===== src/ssfl_pkg.sv =====
// ----------------------------------------------------------------------------
// Substring search package
// Shared types, sizes and the case folding function of the substring search.
// ----------------------------------------------------------------------------
package ssfl_pkg;

    localparam int PATTERN_MAX = 32;
    localparam int OFFSET_BITS = 16;
    localparam int LEN_BITS    = $clog2(PATTERN_MAX + 1);
    localparam int IDX_BITS    = (PATTERN_MAX > 1) ? $clog2(PATTERN_MAX) : 1;
    localparam int CFG_IDX_BITS = 1;

    localparam logic [OFFSET_BITS-1:0] OFFSET_LIMIT = {OFFSET_BITS{1'b1}};

    localparam logic [7:0] CHAR_UPPER_A = 8'h41;
    localparam logic [7:0] CHAR_UPPER_Z = 8'h5A;
    localparam logic [7:0] CASE_BIT     = 8'h20;

    localparam logic [CFG_IDX_BITS-1:0] CFG_CASELESS  = 1'b0;
    localparam logic [CFG_IDX_BITS-1:0] CFG_FIND_LAST = 1'b1;

    typedef enum logic [1:0] {
        OP_CLEAR  = 2'd0,
        OP_APPEND = 2'd1,
        OP_TEXT   = 2'd2,
        OP_END    = 2'd3
    } t_op;

    typedef struct packed {
        logic step;
        logic load;
        logic clr;
    } t_cell_ctl;

    function automatic logic [7:0] fold_byte(input logic caseless, input logic [7:0] c);
        logic [7:0] r;
        r = c;
        if (caseless && c >= CHAR_UPPER_A && c <= CHAR_UPPER_Z) begin
            r = c | CASE_BIT;
        end
        return r;
    endfunction

endpackage


===== src/ssfl_cell.sv =====
// ----------------------------------------------------------------------------
// Substring search cell
// Holds one pattern byte and its partial match flag, extended from the
// neighbor's flag on every text beat that steps this cell.
// ----------------------------------------------------------------------------
module ssfl_cell (
    input  logic                 i_clk,
    input  logic                 i_rst_n,
    input  ssfl_pkg::t_cell_ctl  i_ctl,
    input  logic                 i_caseless,
    input  logic [7:0]           i_text,
    input  logic [7:0]           i_wr_byte,
    input  logic                 i_prev,
    output logic                 o_hit,
    output logic                 o_bit
);
    import ssfl_pkg::*;

    logic [7:0] r_pat;
    logic       r_bit;
    logic       n_bit;

    assign o_hit = i_prev && (fold_byte(i_caseless, r_pat) == i_text);
    assign o_bit = r_bit;

    always_comb begin
        n_bit = r_bit;
        if (i_ctl.clr || i_ctl.load) begin
            n_bit = 1'b0;
        end else if (i_ctl.step) begin
            n_bit = o_hit;
        end
    end

    always_ff @(posedge i_clk) begin
        if (!i_rst_n) begin
            r_bit <= 1'b0;
        end else begin
            r_bit <= n_bit;
        end
    end

    always_ff @(posedge i_clk) begin
        if (i_ctl.load) begin
            r_pat <= i_wr_byte;
        end
    end

endmodule


===== src/substring_search_first_last.sv =====
// Result: registered on its end-of-text beat and shown on the output in the next cycle.
// Throughput: one beat of any op per cycle unless o_stall holds the input; the cell
// row compares every pattern position against the text byte in parallel, and the
// stall input holds the single output register.
// Reset: synchronous, active low; clears the pattern length, match flags, counters
// and configuration. Pattern bytes are not cleared.
// ----------------------------------------------------------------------------
// Substring search, first or last match
// Streams text bytes through a row of pattern cells and reports the first or
// last match offset at end of text.
// ----------------------------------------------------------------------------
module substring_search_first_last (
    input  logic                               i_clk,
    input  logic                               i_rst_n,
    input  logic                               i_valid,
    output logic                               o_stall,
    input  logic [1:0]                         i_op,
    input  logic [7:0]                         i_data_byte,
    output logic                               o_valid,
    input  logic                               i_stall,
    output logic                               o_found,
    output logic [ssfl_pkg::OFFSET_BITS-1:0]   o_match_offset,
    output logic                               o_pattern_overflow,
    output logic                               o_text_overflow,
    input  logic                               i_cfg_valid,
    output logic                               o_cfg_ready,
    input  logic [ssfl_pkg::CFG_IDX_BITS-1:0]  i_cfg_index,
    input  logic                               i_cfg_data
);
    import ssfl_pkg::*;

    logic                   r_caseless;
    logic                   r_find_last;
    logic [LEN_BITS-1:0]    r_len;
    logic [LEN_BITS-1:0]    n_len;
    logic                   r_dropped;
    logic                   n_dropped;
    logic [OFFSET_BITS-1:0] r_count;
    logic [OFFSET_BITS-1:0] n_count;
    logic                   r_sat;
    logic                   n_sat;
    logic                   r_have;
    logic                   n_have;
    logic [OFFSET_BITS-1:0] r_best;
    logic [OFFSET_BITS-1:0] n_best;
    logic                   r_out_valid;
    logic                   n_out_valid;
    logic                   r_found;
    logic [OFFSET_BITS-1:0] r_offset;
    logic                   r_pov;
    logic                   r_tov;

    t_op                    w_op;
    logic                   w_accept;
    logic                   w_step;
    logic                   w_full;
    logic                   w_hit;
    logic                   w_end;
    logic [7:0]             w_text;
    logic [IDX_BITS-1:0]    w_last_idx;
    logic [OFFSET_BITS-1:0] w_start;
    logic                   w_res_found;
    logic [OFFSET_BITS-1:0] w_res_offset;
    logic [PATTERN_MAX-1:0] w_hits;
    logic [PATTERN_MAX-1:0] w_bits;

    assign o_stall     = r_out_valid && i_stall;
    assign o_cfg_ready = 1'b1;
    assign w_accept    = i_valid && !o_stall;
    assign w_op        = t_op'(i_op);
    assign w_full      = (r_len == LEN_BITS'(PATTERN_MAX));
    assign w_step      = w_accept && (w_op == OP_TEXT) && (r_count != OFFSET_LIMIT);
    assign w_end       = w_accept && (w_op == OP_END);
    assign w_text      = fold_byte(r_caseless, i_data_byte);
    assign w_last_idx  = IDX_BITS'(r_len - LEN_BITS'(1));
    assign w_hit       = w_step && (r_len != '0) && w_hits[w_last_idx];
    assign w_start     = r_count + OFFSET_BITS'(1) - OFFSET_BITS'(r_len);

    for (genvar k = 0; k < PATTERN_MAX; k++) begin : g_cell
        t_cell_ctl w_ctl;
        logic      w_prev;

        assign w_ctl.step = w_step && (LEN_BITS'(k) < r_len);
        assign w_ctl.load = w_accept && (w_op == OP_APPEND) && !w_full
                            && (r_len == LEN_BITS'(k));
        assign w_ctl.clr  = w_accept && ((w_op == OP_CLEAR) || (w_op == OP_END));

        if (k == 0) begin : g_head
            assign w_prev = 1'b1;
        end else begin : g_link
            assign w_prev = w_bits[k-1];
        end

        ssfl_cell u_cell (
            .i_clk      (i_clk),
            .i_rst_n    (i_rst_n),
            .i_ctl      (w_ctl),
            .i_caseless (r_caseless),
            .i_text     (w_text),
            .i_wr_byte  (i_data_byte),
            .i_prev     (w_prev),
            .o_hit      (w_hits[k]),
            .o_bit      (w_bits[k])
        );
    end

    always_comb begin
        if (r_len == '0) begin
            w_res_found  = 1'b1;
            w_res_offset = r_find_last ? r_count : '0;
        end else begin
            w_res_found  = r_have;
            w_res_offset = r_have ? r_best : '0;
        end
    end

    always_comb begin
        n_len     = r_len;
        n_dropped = r_dropped;
        n_count   = r_count;
        n_sat     = r_sat;
        n_have    = r_have;
        n_best    = r_best;
        if (w_accept) begin
            case (w_op)
                OP_CLEAR: begin
                    n_len     = '0;
                    n_dropped = 1'b0;
                end
                OP_APPEND: begin
                    if (w_full) begin
                        n_dropped = 1'b1;
                    end else begin
                        n_len = r_len + LEN_BITS'(1);
                    end
                end
                OP_TEXT: begin
                    if (r_count == OFFSET_LIMIT) begin
                        n_sat = 1'b1;
                    end else begin
                        n_count = r_count + OFFSET_BITS'(1);
                        if (w_hit) begin
                            n_have = 1'b1;
                            if (r_find_last || !r_have) begin
                                n_best = w_start;
                            end
                        end
                    end
                end
                default: begin
                    n_count = '0;
                    n_sat   = 1'b0;
                    n_have  = 1'b0;
                    n_best  = '0;
                end
            endcase
        end
    end

    always_comb begin
        if (w_end) begin
            n_out_valid = 1'b1;
        end else if (i_stall) begin
            n_out_valid = r_out_valid;
        end else begin
            n_out_valid = 1'b0;
        end
    end

    always_ff @(posedge i_clk) begin
        if (!i_rst_n) begin
            r_caseless  <= 1'b0;
            r_find_last <= 1'b0;
            r_len       <= '0;
            r_dropped   <= 1'b0;
            r_count     <= '0;
            r_sat       <= 1'b0;
            r_have      <= 1'b0;
            r_best      <= '0;
            r_out_valid <= 1'b0;
        end else begin
            if (i_cfg_valid) begin
                unique case (i_cfg_index)
                    CFG_CASELESS:  r_caseless  <= i_cfg_data;
                    CFG_FIND_LAST: r_find_last <= i_cfg_data;
                endcase
            end
            r_len       <= n_len;
            r_dropped   <= n_dropped;
            r_count     <= n_count;
            r_sat       <= n_sat;
            r_have      <= n_have;
            r_best      <= n_best;
            r_out_valid <= n_out_valid;
        end
    end

    always_ff @(posedge i_clk) begin
        if (w_end) begin
            r_found  <= w_res_found;
            r_offset <= w_res_offset;
            r_pov    <= r_dropped;
            r_tov    <= r_sat;
        end
    end

    assign o_valid            = r_out_valid;
    assign o_found            = r_found;
    assign o_match_offset     = r_offset;
    assign o_pattern_overflow = r_pov;
    assign o_text_overflow    = r_tov;

endmodule

===== config.mk =====
export PLATFORM = sky130hd
export DESIGN_NAME = substring_search_first_last
export DESIGN_NICKNAME = d
export VERILOG_FILES = /design/src/ssfl_pkg.sv /design/src/ssfl_cell.sv /design/src/substring_search_first_last.sv
export SDC_FILE = /design/constraint.sdc
export NUM_CORES = 1
export LEC_CHECK = 0
export BUFFER_PORTS_ARGS = -buffer_cell sky130_fd_sc_hd__buf_2
export CAP_MARGIN = 20
export CORE_ASPECT_RATIO = 1.5
export CORE_MARGIN = 5
export CORE_UTILIZATION = 40
export CTS_CLUSTER_SIZE = 14
export DETAILED_ROUTE_END_ITERATION = 7
export HOLD_SLACK_MARGIN = 0.15
export PLACE_DENSITY = 0.63
export SLEW_MARGIN = 20
export SYNTH_ARGS = -nofsm -noshare
export SYNTH_HDL_FRONTEND = slang
export SYNTH_HIERARCHICAL = 1
export SYNTH_SLANG_ARGS = --single-unit

===== constraint.sdc =====
create_clock -name i_clk -period 14.45 [get_ports i_clk]
set_input_delay 2.89 -clock i_clk [delete_from_list [all_inputs] [get_ports i_clk]]
set_output_delay 2.89 -clock i_clk [all_outputs]
set_load 0.02 [all_outputs]

# Yosys cells after proc, flatten, opt, wreduce, memory -nomap -nowiden
# Index checks and enable logic that the tools add are counted.
# Widths: inputs -> output; s select.
[word_totals] regBits=350 latchBits=0 ramBits=0 rom_bits=0 input_bits=17 out_inout_bits=22 word_cells=562 memories=0
[classes] n_addsub=4 multipliers=0 div_mod_pow=0 order_cmp=98 n_eq_ne=76 n_shift=0 mux=55 bitwise_logic=3 n_reduce_logical=250
[op_table] op="$ge 8x7->1 const B" count=33
[op_table] op="$le 8x7->1 const B" count=33
[op_table] op="$eq 8x8->1" count=32
[op_table] op="$mux 6" count=34
[op_table] op="$logic_and 1x1->1" count=170
[op_table] op="$mux 16" count=7
[op_table] op="$eq 6x5->1 const B" count=16
[op_table] op="$lt 5x6->1 const A" count=15
[op_table] op="$pmux 16 s2" count=2
[op_table] op="$reduce_or 2->1" count=32
[op_table] op="$eq 6x4->1 const B" count=8
[op_table] op="$lt 4x6->1 const A" count=8
[op_table] op="$logic_or 1x1->1" count=33
[op_table] op="$eq 6x3->1 const B" count=4
[op_table] op="$lt 3x6->1 const A" count=4
[op_table] op="$add 16x1->16 const B" count=1
[op_table] op="$eq 16x16->1 const B" count=1
[op_table] op="$ne 16x16->1 const B" count=1
[op_table] op="$sub 16x6->16" count=1
[op_table] op="$eq 6x2->1 const B" count=2
[op_table] op="$lt 1x6->1 const A" count=2
[op_table] op="$lt 2x6->1 const A" count=2
[op_table] op="$pmux 6 s2" count=1
[op_table] op="$reduce_and 3->1" count=4
[op_table] op="other kinds (21)" count=40

# Depth between registers and ports, before layout
# Gate-level depths: netlist (run 1).
[depth] word_depth=12 ltp_mapped=14 depth_no_buf=12

# Modules after synthesis
# The synthesis (run 1) kept the hierarchy.
[modules_own_cells] module="ssfl_cell" instances=32 cells_each=34 area_each_um2=437.9 seq_area_each_um2=260.2
[modules_own_cells] module="substring_search_first_last" instances=1 cells_each=550 area_each_um2=4431.8 seq_area_each_um2=1451.4

# Worst setup path before layout (run 1)
# OpenSTA, ideal clock, no wires.
[synth_timing] path_kind="input to register" start="in i_data_byte[1]" end="reg r_best[9]" setup_ns=0.116 arrival_time_ns=8.711 required_time_ns=14.334 path_slack_ns=5.623 cell_stages=12 path_buffers=1 path_cell_list="a21oi_1 -> o22ai_1 -> o31ai_1 -> o31a_2 -> nor3_1 -> mux4_1 -> mux2i_1 -> a31oi_1 -> o211ai_1 -> a21oi_4 -> clkbuf_2 -> a31o_2"
[synth_between] elab_cells_between_ends=73 cone_classes="order compare: 2; eq/ne: 33; mux: 3; reduce/logical: 35"
[synth_rtl] element="start, declared" line_no="substring_search_first_last.sv:18" text="input logic [7:0] i_data_byte,"
[synth_rtl] element="$ge 8x7->1" line_no="ssfl_pkg.sv:38" text="if (caseless && c >= CHAR_UPPER_A && c <= CHAR_UPPER_Z) begin"
[synth_rtl] element="$logic_and 1x1->1" line_no="ssfl_pkg.sv:38"
[synth_rtl] element="$logic_and 1x1->1 (*)" line_no="ssfl_pkg.sv:38"
[synth_rtl] element="$mux 6 (*)" line_no="ssfl_pkg.sv:38"
[synth_rtl] element="net w_text[5]" line_no="substring_search_first_last.sv:59" text="logic [7:0] w_text;"
[synth_rtl] element="$eq 8x8->1 (*)" line_no="ssfl_cell.sv:23" text="assign o_hit = i_prev && (fold_byte(i_caseless, r_pat) == i_text);"
[synth_rtl] element="net w_hits[0]" line_no="substring_search_first_last.sv:64" text="logic [PATTERN_MAX-1:0] w_hits;"
[synth_rtl] element="$bmux 1 s5 (*)" line_no="substring_search_first_last.sv:76" text="assign w_hit = w_step && (r_len != '0) && w_hits[w_last_idx];"
[synth_rtl] element="$mux 1 (implied by the code) (*)" line_no="substring_search_first_last.sv:76"
[synth_rtl] element="$logic_and 1x1->1 (*)" line_no="substring_search_first_last.sv:76"
[synth_rtl] element="$ne 2x2->1 (no source line) (*)"
[synth_rtl] element="$reduce_and 5->1 (no source line) (*)"
[synth_rtl] element="end signal, assigned" line_no="substring_search_first_last.sv:193" text="r_best <= n_best;"
[synth_rtl] element="end, declared" line_no="substring_search_first_last.sv:44" text="logic [OFFSET_BITS-1:0] r_best;"
# The timed path passes the listed nets; every way through them passes the cells marked *. The select of a mux whose other input is x is not followed.
# A chain may end at the register's enable or synchronous reset.

# Worst setup path after layout (run 1)
[layout_timing] start="in i_data_byte[0]" end="reg r_best[3]"
[layout_between] elab_chain_cells=11 elab_cells_between_ends=73 cone_classes="order compare: 2; eq/ne: 33; mux: 3; reduce/logical: 35"
[layout_rtl] element="$ge 8x7->1" line_no="ssfl_pkg.sv:38"
[layout_rtl] element="$logic_and 1x1->1" line_no="ssfl_pkg.sv:38"
[layout_rtl] element="$logic_and 1x1->1 (*)" line_no="ssfl_pkg.sv:38"
[layout_rtl] element="$mux 6 (*)" line_no="ssfl_pkg.sv:38"
[layout_rtl] element="net w_text[5]" line_no="substring_search_first_last.sv:59"
[layout_rtl] element="$eq 8x8->1 (*)" line_no="ssfl_cell.sv:23"
[layout_rtl] element="$logic_and 1x1->1 (*)" line_no="ssfl_cell.sv:23"
[layout_rtl] element="net w_hits[12]" line_no="substring_search_first_last.sv:64"
[layout_rtl] element="$bmux 1 s5 (*)" line_no="substring_search_first_last.sv:76"
[layout_rtl] element="$mux 1 (implied by the code) (*)" line_no="substring_search_first_last.sv:76"
[layout_rtl] element="$logic_and 1x1->1 (*)" line_no="substring_search_first_last.sv:76"
[layout_rtl] element="$ne 2x2->1 (no source line) (*)"
[layout_rtl] element="$reduce_and 5->1 (no source line) (*)"
# Marks and branches as above.

==> results of run 1 <==
-- placed cells by master (no fill, tap or decap), drive strengths merged, types with 36 or more instances in the layout --
| cell type | instances |
|---|---|
| inv | 83 |
| nor4 | 68 |
| edfxtp | 275 |
| xnor2 | 48 |
| nor3 | 119 |
| nand4 | 38 |
| dfxtp | 75 |
| buf | 56 |
| nand2 | 119 |
| and3 | 36 |
| a31oi | 37 |
| xor2 | 204 |
| a21oi | 67 |
| clkbuf | 47 |
| nor2 | 158 |
-- metal layers --
| layer | wire, µm | vias to the layer above |
|---|---|---|
| met3 | 2039 | 154 |
| met4 | 2783 | 0 |
| li1 | - | 6174 |
| met1 | 18190 | 6566 |
| met5 | 0 | - |
| met2 | 25300 | 403 |
-- through the flow --
stage / cell area [µm²] / power, µW
after floorplan: 18390 / 1172
after global placement: 19340 / 1229
after detailed placement: 19360 / 1231
after CTS: 20440 / 2108
after global routing: 20450 / 2155
final: 20450 / 2089
-- power groups by stage --
stage	Clock [µW]	Combinational (µW)	Sequential, µW
detailed placement	0	121	1110
CTS	898	122	1090
global route	937	131	1090
floorplan	0	60.5	1110
finish	880	121	1090
global placement	0	119	1110
-- sequential cells by signal, summed over array words and instances, names as in the netlist --
register,flops
r_len,6
o_valid,1
o_found,1
r_have,1
o_text_overflow,1
r_best,16
g_cell.u_cell/r_pat,256
o_pattern_overflow,1
r_count,16
g_cell.u_cell/o_bit,31
r_sat,1
o_match_offset,16
r_find_last,1
r_caseless,1
r_dropped,1
-- worst max-delay path, cell delays in order --
cell	delay, ns
buf_4	0.36
buf_4	0.58
or4_1	0.20
o22ai_1	0.11
o31ai_4	0.72
buf_4	0.58
nor4_1	0.18
nor3_1	0.32
mux4_1	0.32
nor2_1	0.06
a211oi_1	0.22
o211ai_1	0.31
a21oi_4	0.59
inv_4	0.14
o41ai_2	0.35
-- how the worst max path moves through the flow --
stage                         startpoint        end  slack (ns)
after floorplan           i_data_byte[1]  r_best[9]        5.62
after global placement    i_data_byte[0]  r_best[3]        6.64
after detailed placement  i_data_byte[0]  r_best[3]        6.45
after CTS                 i_data_byte[0]  r_best[3]        7.01
after global routing      i_data_byte[0]  r_best[3]        6.66
final                     i_data_byte[0]  r_best[3]        6.93
-- final cells by class --
class                   count  area, µm²  area share [%]
clock inverters            14      123.9          0.6056
inverters                  84      317.8           1.554
clock buffers              47      960.9           4.698
flip-flops and latches    350       9761           47.72
well taps                 588      735.7           3.597
multi-input cells        1159       8209           40.14
repair buffers             56      345.3           1.688
==> flow_metrics.tcl, run 1 <==
set metrics [dict create \
    cts_root_buf "clkbuf_16" \
    share_comb_of_total_power_pct 5.8 \
    reg2reg_setup_slack_ns 10.06 \
    hpwlAfterDp_um 32750 \
    num-fill-cells 4236 \
    clkLatencyLatePin_ns 0.53 \
    starting_utilization_of_the_core_area_pct 40.29 \
    vdd_drop_max_v 0.00005677 \
    floorplan.die.height_um 272.6 \
    top_usage_layer "met2" \
    wl_per_cell_um 21.02 \
    global_route.usage.total_pct 18.72 \
    ff2ff_path_depth 12 \
    worst_clock_skew_ns 0.01279 \
    cts.reportedPaths.clkPinSlew_ns 0.07 \
    clockPowerShare_pct 42.1 \
    holdCritPathClass "register to register" \
    place.detailed.instances 2237 \
    detailedRoute.firstIterationViolations 900 \
    power.static_leakage_uw 0.006991 \
    status "finished clean" \
    worst-endpoint-required_ns 14.89 \
    final_cell_count_no_fill 2298 \
    number_of_global_route_vias_before_repair 13530 \
    share_of_total_power_in_sequential_cells_pct 52.1 \
    antenna_violations_before_repair 0 \
    netSwitchingPower_uw 466.0 \
    grt.met3_usage_pct 2.410 \
    die_outline_area_um2 50450 \
    synth.yosys.warnings 6 \
    placementRows 96 \
    timing.critical_path.to_type "register" \
    tritoncts "built" \
    min_delay_path_depth 2 \
    setup_repair_after_global_routing_missed_its_margin "no" \
    internal-power_uw 1623 \
    power_switching_share_pct 22.30 \
    cell_pwr_density_nw_per_um2 102.2 \
    setup_ws_ns 6.929 \
    synth.avg_cell_area_um2 11.27 \
    hold_path_end "r_best[1]" \
    finalSetupViolCount 0 \
    grt_overflow 0 \
    global_route.usage.met1_pct 20.66 \
    detail-route-antenna-nets 0 \
    crit-reg2reg-launch "r_caseless" \
    drt-total-wl_um 48310 \
    first_pass_grt_wire_length_um 74510 \
    timing.final.max_slew_violations 0 \
    met2_capacity_usage_during_global_routing_pct 34.40 \
    slew_headroom_pct 31.77 \
    design.portCount 39 \
    place.port_buffers 37 \
    cts.repair.resized 0 \
    crit_path_start_kind "input pin" \
    syn-cell-area_um2 18390 \
    fin_tns_setup_ns 0 \
    buffers_inserted_by_post_cts_timing_repair 0 \
    h-tree-depth 2 \
    drive_above_1_share_pct 17.25 \
    timing.max_cap.violations 0 \
    globalplace.congestion 0.8898 \
    syn-instance-count 1631 \
    antenna_diode_count 0 \
    cp.arrival_ns 7.96 \
    clkSinkCount 350 \
    pre_cts_ws_ns 6.454 \
    worst_slew_pin_slew_ns 1.018 \
    drt_first_pass_iters 7 \
    timing.final.crit_share_pct 52.05 \
    hold_viol 0 \
    area.growth.synth_to_final_pct 11.23 \
    route.detailed.drc 0 \
    cts-buffers-inserted 34 \
    fmax_mhz 133.0 \
    cts_max_path_buffers 3 \
    core-area_um2 45640 \
    route.vias.total 13300 \
    utilization_pct 44.81 \
    finalWorstPathRequiredPeriod_ns 7.521 \
    critical_path_peak_fanout 48 \
    num-nets-final 1719 \
    hold_path_startpoint "r_best[1]" \
    worst-setup-path-type "input pin to register" \
    avgViaCountPerCell 5.786 \
    die-width_um 185.1 \
    reg2reg_to "r_best[3]" \
    grt_max_degree 49 \
    hold_buffers 0 \
    timing.hold.ws_ns 0.4655 \
]
Note: power is estimated with default switching activity, not from simulation.
==> run 2, diff against run 1 <==
clock period = 7.29 ns   (was 14.45 ns; I/O delays follow)
==> flow_metrics.tcl, run 2 (synthesis gave the netlist of run 1 again) <==
set metrics [dict create \
    status "finished clean" \
    area.growth.synth_to_final_pct 10.72 \
    mostFrequentLayoutCell "edfxtp_1" \
    h-tree-depth 1 \
    place.port_buffers 37 \
    regMostFlops "g_cell.u_cell/r_pat" \
    num-nets-final 1719 \
    hpwlAfterDp_um 31940 \
    tritoncts "built" \
    ff2ff_path_depth 10 \
    setup_ws_ns 1.810 \
    avgViaCountPerCell 5.761 \
    pre_cts_ws_ns 1.291 \
    core-area_um2 45640 \
    slew_headroom_pct 24.71 \
    hold_buffers 0 \
    cts.repair.resized 0 \
    reg2reg_to "r_best[3]" \
    reg2reg_setup_slack_ns 2.91 \
    antenna_diode_count 0 \
    hold_path_startpoint "r_sat" \
    drt-total-wl_um 47590 \
    detail-route-antenna-nets 0 \
    floorplan.die.height_um 272.6 \
    worst-setup-path-type "input pin to register" \
    number_of_global_route_vias_before_repair 13600 \
    cts-buffers-inserted 31 \
    final_cell_mix "edfxtp_1 (275), xor2_1 (203), nor2_1 (156)" \
    worst_clock_skew_ns 0.009061 \
    cp.arrival_ns 5.96 \
    max_ffs_per_register 256 \
    fin_tns_setup_ns 0 \
    timing.critical_path.to_type "register" \
    route.detailed.drc 0 \
    timing.final.max_slew_violations 0 \
    antenna_violations_before_repair 1 \
    design.portCount 39 \
    grt_max_degree 48 \
    global_route.usage.total_pct 18.53 \
    critical_path_peak_fanout 32 \
    crit_path_cell_trace "buf_4, or4_1, o22ai_1, o31ai_4, buf_4, nor4_1, nor3_1, mux4_2, mux2i_1, o2111ai_1, nand4_2, a21oi_4, inv_4, o41ai_2" \
    cts_max_path_buffers 3 \
    finalSetupViolCount 0 \
    globalplace.congestion 0.8797 \
    fmax_mhz 182.5 \
    crit-reg2reg-launch "r_len[1]" \
    drive_above_1_share_pct 16.80 \
    timing.critical_path.slowest_cell_delay_ns 0.79 \
    holdCritPathClass "register to register" \
    die_outline_area_um2 50450 \
    setup_repair_after_global_routing_missed_its_margin "no" \
    worst-endpoint-required_ns 7.77 \
    timing.final.crit_share_pct 75.18 \
    power.static_leakage_uw 0.006942 \
    clkLatencyLatePin_ns 0.58 \
    grt_overflow 0 \
    vdd_drop_max_v 0.0001640 \
    buffers_inserted_by_post_cts_timing_repair 0 \
    cts_root_buf "clkbuf_16" \
    min_delay_path_depth 0 \
    worst_slew_pin_slew_ns 1.121 \
    wl_per_cell_um 20.73 \
    first_pass_grt_wire_length_um 74790 \
    cts.reportedPaths.clkPinSlew_ns 0.06 \
    critPathSlowestCell "o31ai_4" \
    hold_path_end "o_text_overflow" \
    cell_pwr_density_nw_per_um2 197.5 \
    hold_viol 0 \
    clkSinkCount 350 \
    drt_first_pass_iters 5 \
    finalWorstPathRequiredPeriod_ns 5.480 \
    placementRows 96 \
    starting_utilization_of_the_core_area_pct 40.29 \
    crit_path_start_kind "input pin" \
    timing.hold.ws_ns 0.4561 \
    route.vias.total 13230 \
    die-width_um 185.1 \
    detailedRoute.firstIterationViolations 782 \
    most_frequent_cell_on_critical_path "buf_4" \
    timing.max_cap.violations 0 \
]
## run 2: cell types whose count changed in the layout (fill, tap and decap cells not counted), sizes merged
cell | previous run | this run
clkbuf | 47 | 48
buf | 56 | 59
clkinv | 12 | 8
clkinvlp | 1 | 0
inv | 83 | 82
## run 2: how the worst max path moves through the flow
| stage | depth (start not counted) | startpoint | slack [ns] | to |
|---|---|---|---|---|
| 2_1_floorplan | 12 | i_data_byte[1] | 1.39 | r_best[9] |
| 5_1_grt | 14 | i_data_byte[0] | 1.61 | r_best[3] |
| 4_1_cts | 14 | i_data_byte[0] | 1.93 | r_best[3] |
| 6_report | 14 | i_data_byte[0] | 1.81 | r_best[3] |
| 3_5_place_dp | 14 | i_data_byte[0] | 1.29 | r_best[3] |
| 3_3_place_gp | 14 | i_data_byte[0] | 1.42 | r_best[3] |
## run 2: report_power, final
group          leakage, µW  total [µW]  switching, µW  internal (µW)
Combinational      0.00337         243            173           69.9
Clock             0.000483        1620            715            906
Sequential         0.00309        2160           3.34           2150
Total              0.00694        4020            892           3130
## run 2: area by class of cell
class,count,area [µm²]
Fill cell,4161,25280
Sequential cell,350,9761
Multi-Input combinational cell,1159,8197
Clock buffer,48,890.9
Tap cell,588,735.7
Timing Repair Buffer,59,367.9
Inverter,84,317.8
Clock inverter,8,90.09
## run 2: routing by layer
metal,vias up,wire (µm),global-route usage (%)
li1,6174,-,-
met4,0,2018,8.272
met1,6564,18430,21.06
met2,373,25040,34.41
met5,-,0,0
met3,116,2106,2.170
## run 2: critical path: cells and delay by family
family	cells	cell delay (ns)
mux	2	0.40
compound gates	5	2.08
buf+inv	3	1.10
simple gates	4	0.89
## run 2: stage by stage
stage / cell area, µm² / util (%) / instances / total power (µW)
final: 20360 / 44.61 / 2296 / 4020
after global routing: 20360 / 44.61 / 2296 / 4156
after CTS: 20350 / 44.58 / 2296 / 4062
after detailed placement: 19370 / 42.43 / 2240 / 2443
after global placement: 19370 / 42.43 / 2240 / 2440
after floorplan: 18400 / - / 1632 / 2323
==> run 3, diff against run 2 <==
PLACE_DENSITY = 0.65   (was 0.63)
clock period = 4.8 ns   (was 7.29 ns; I/O delays follow)
==> flow_metrics.tcl, run 3 (synthesis gave the netlist of run 1 again) <==
set metrics [dict create \
    antenna_violations_before_repair 0 \
    cts.reportedPaths.clkPinSlew_ns 0.06 \
    drt-total-wl_um 48570 \
    h-tree-depth 2 \
    worst_clock_skew_ns 0.01731 \
    wirelength_met1_um 18190 \
    finalWorstPathRequiredPeriod_ns 4.143 \
    finalSetupViolCount 0 \
    setup_repair_after_global_routing_missed_its_margin "no" \
    area.growth.synth_to_final_pct 13.26 \
    topRoutingLayerUsed "met4" \
    worst_slew_pin_slew_ns 1.113 \
    hold_buffers 0 \
    netSwitchingPower_uw 1418 \
    timing.final.max_slew_violations 0 \
    hpwlAfterDp_um 33570 \
    power_switching_share_pct 21.82 \
    critical_path_peak_fanout 32 \
    vdd_drop_max_v 0.0001845 \
    regMostFlops "g_cell.u_cell/r_pat" \
    cts-buffers-inserted 35 \
    timing.critical_path.to_type "register" \
    final_cell_mix "edfxtp_1 (275), xor2_1 (203), nor2_1 (157)" \
    placementRows 96 \
    mostFrequentLayoutCell "edfxtp_1" \
    placed_standard_cell_area_um2 19640 \
    detailedRoute.firstIterationViolations 885 \
    global_route.usage.total_pct 18.92 \
    worst-setup-path-type "input pin to register" \
    slew_headroom_pct 25.53 \
    power.static_leakage_uw 0.007190 \
    route.vias.total 13370 \
    timing.final.crit_share_pct 86.31 \
    timing.max_cap.violations 0 \
    globalplace.congestion 0.8796 \
    cts_max_path_buffers 3 \
    floorplan.die.height_um 272.6 \
    num-fill-cells 4152 \
    starting_utilization_of_the_core_area_pct 40.29 \
    dr_wl_met2_um 25680 \
    core-area_um2 45640 \
    design.portCount 39 \
    grt_max_degree 65 \
    fin_tns_setup_ns 0 \
    clkLatencyLatePin_ns 0.54 \
    holdCritPathClass "register to register" \
    internal-power_uw 5083 \
    place.port_buffers 37 \
    tritoncts "built" \
    number_of_global_route_vias_before_repair 13780 \
    cell_pwr_density_nw_per_um2 312.2 \
    finalPower_uw 6501 \
    share_of_total_power_in_sequential_cells_pct 50.4 \
    crit_path_start_kind "input pin" \
    fmax_mhz 241.4 \
    detail-route-antenna-nets 0 \
    cts.repair.resized 0 \
    die_outline_area_um2 50450 \
    final_cell_area_um2 20830 \
    cp.arrival_ns 4.56 \
    buffers_inserted_by_post_cts_timing_repair 0 \
    grt_overflow 0 \
    avgViaCountPerCell 5.740 \
    drive_above_1_share_pct 18.15 \
    utilization_pct 45.63 \
    hold_viol 0 \
    status "finished clean" \
    max_ffs_per_register 256 \
    num-nets-final 1748 \
    first_pass_grt_wire_length_um 75490 \
    worst-endpoint-required_ns 5.22 \
    clkSinkCount 350 \
    wl_per_cell_um 20.85 \
    antenna_diode_count 0 \
    drt_first_pass_iters 5 \
    die-width_um 185.1 \
    cts_root_buf "clkbuf_16" \
    detailroute.wirelength.met3_um 2331 \
    route.detailed.drc 0 \
    clockPowerShare_pct 43.6 \
    share_comb_of_total_power_pct 6.0 \
]
## run 3: changes by cell type in the layout (fill, tap and decap cells not counted), sizes merged
cell,delta
bufinv,+3
clkbuf,+1
clkinv,+1
inv,+3
buf,+25
## run 3: cell type report
cell class,instances,area [µm²],area share (%)
Multi-Input combinational cell,1159,8174,39.25
Clock buffer,49,968.4,4.650
Tap cell,588,735.7,3.533
Sequential cell,350,9761,46.87
Timing Repair Buffer,84,655.6,3.148
Clock inverter,15,212.7,1.021
Inverter,84,317.8,1.526
## run 3: power groups by stage
stage / clock network [µW] / logic [µW] / registers [µW]
after global placement: 0 / 386 / 3340
final: 2830 / 391 / 3280
after detailed placement: 0 / 392 / 3340
after CTS: 2890 / 393 / 3280
after floorplan: 0 / 181 / 3350
after global routing: 3000 / 422 / 3280
## run 3: final timing paths
path                                      from         endpoint  cells past startpoint  slack (ns)
worst max-delay path            i_data_byte[2]        r_best[5]                     14        0.66
worst min-delay path                     r_sat  o_text_overflow                      0        0.44
worst max register to register      r_caseless        r_best[3]                     12        0.83
worst min register to register           r_sat  o_text_overflow                      0        0.44
## run 3: routing by layer
layer  vias up  track usage [%]
met2       413            35.14
met3       150            2.397
li1       6239                -
met5         -                0
met4         0            9.219
met1      6567            21.03
## run 3: critical path, cell delays in order
cell and delay, ns:
buf_4 0.15, or4_1 0.51, o22ai_1 0.26, o31ai_4 0.10, buf_4 0.27, nor4_1 0.50
nor3_1 0.11, mux4_2 0.51, mux2i_1 0.21, o2111ai_1 0.15, nand4_2 0.20, a21oi_4 0.19
and3_1 0.21, a31o_2 0.21
## run 3: through the flow
stage | hold slack [ns] | instances | worst slack (ns)
after floorplan | 0.4088 | 1632 | 0.2895
after global placement | 0.4260 | 2265 | 0.2004
after detailed placement | 0.4262 | 2265 | 0.1318
after CTS | 0.4397 | 2329 | 0.6906
after global routing | 0.4528 | 2329 | 0.4143
final | 0.4408 | 2329 | 0.6573
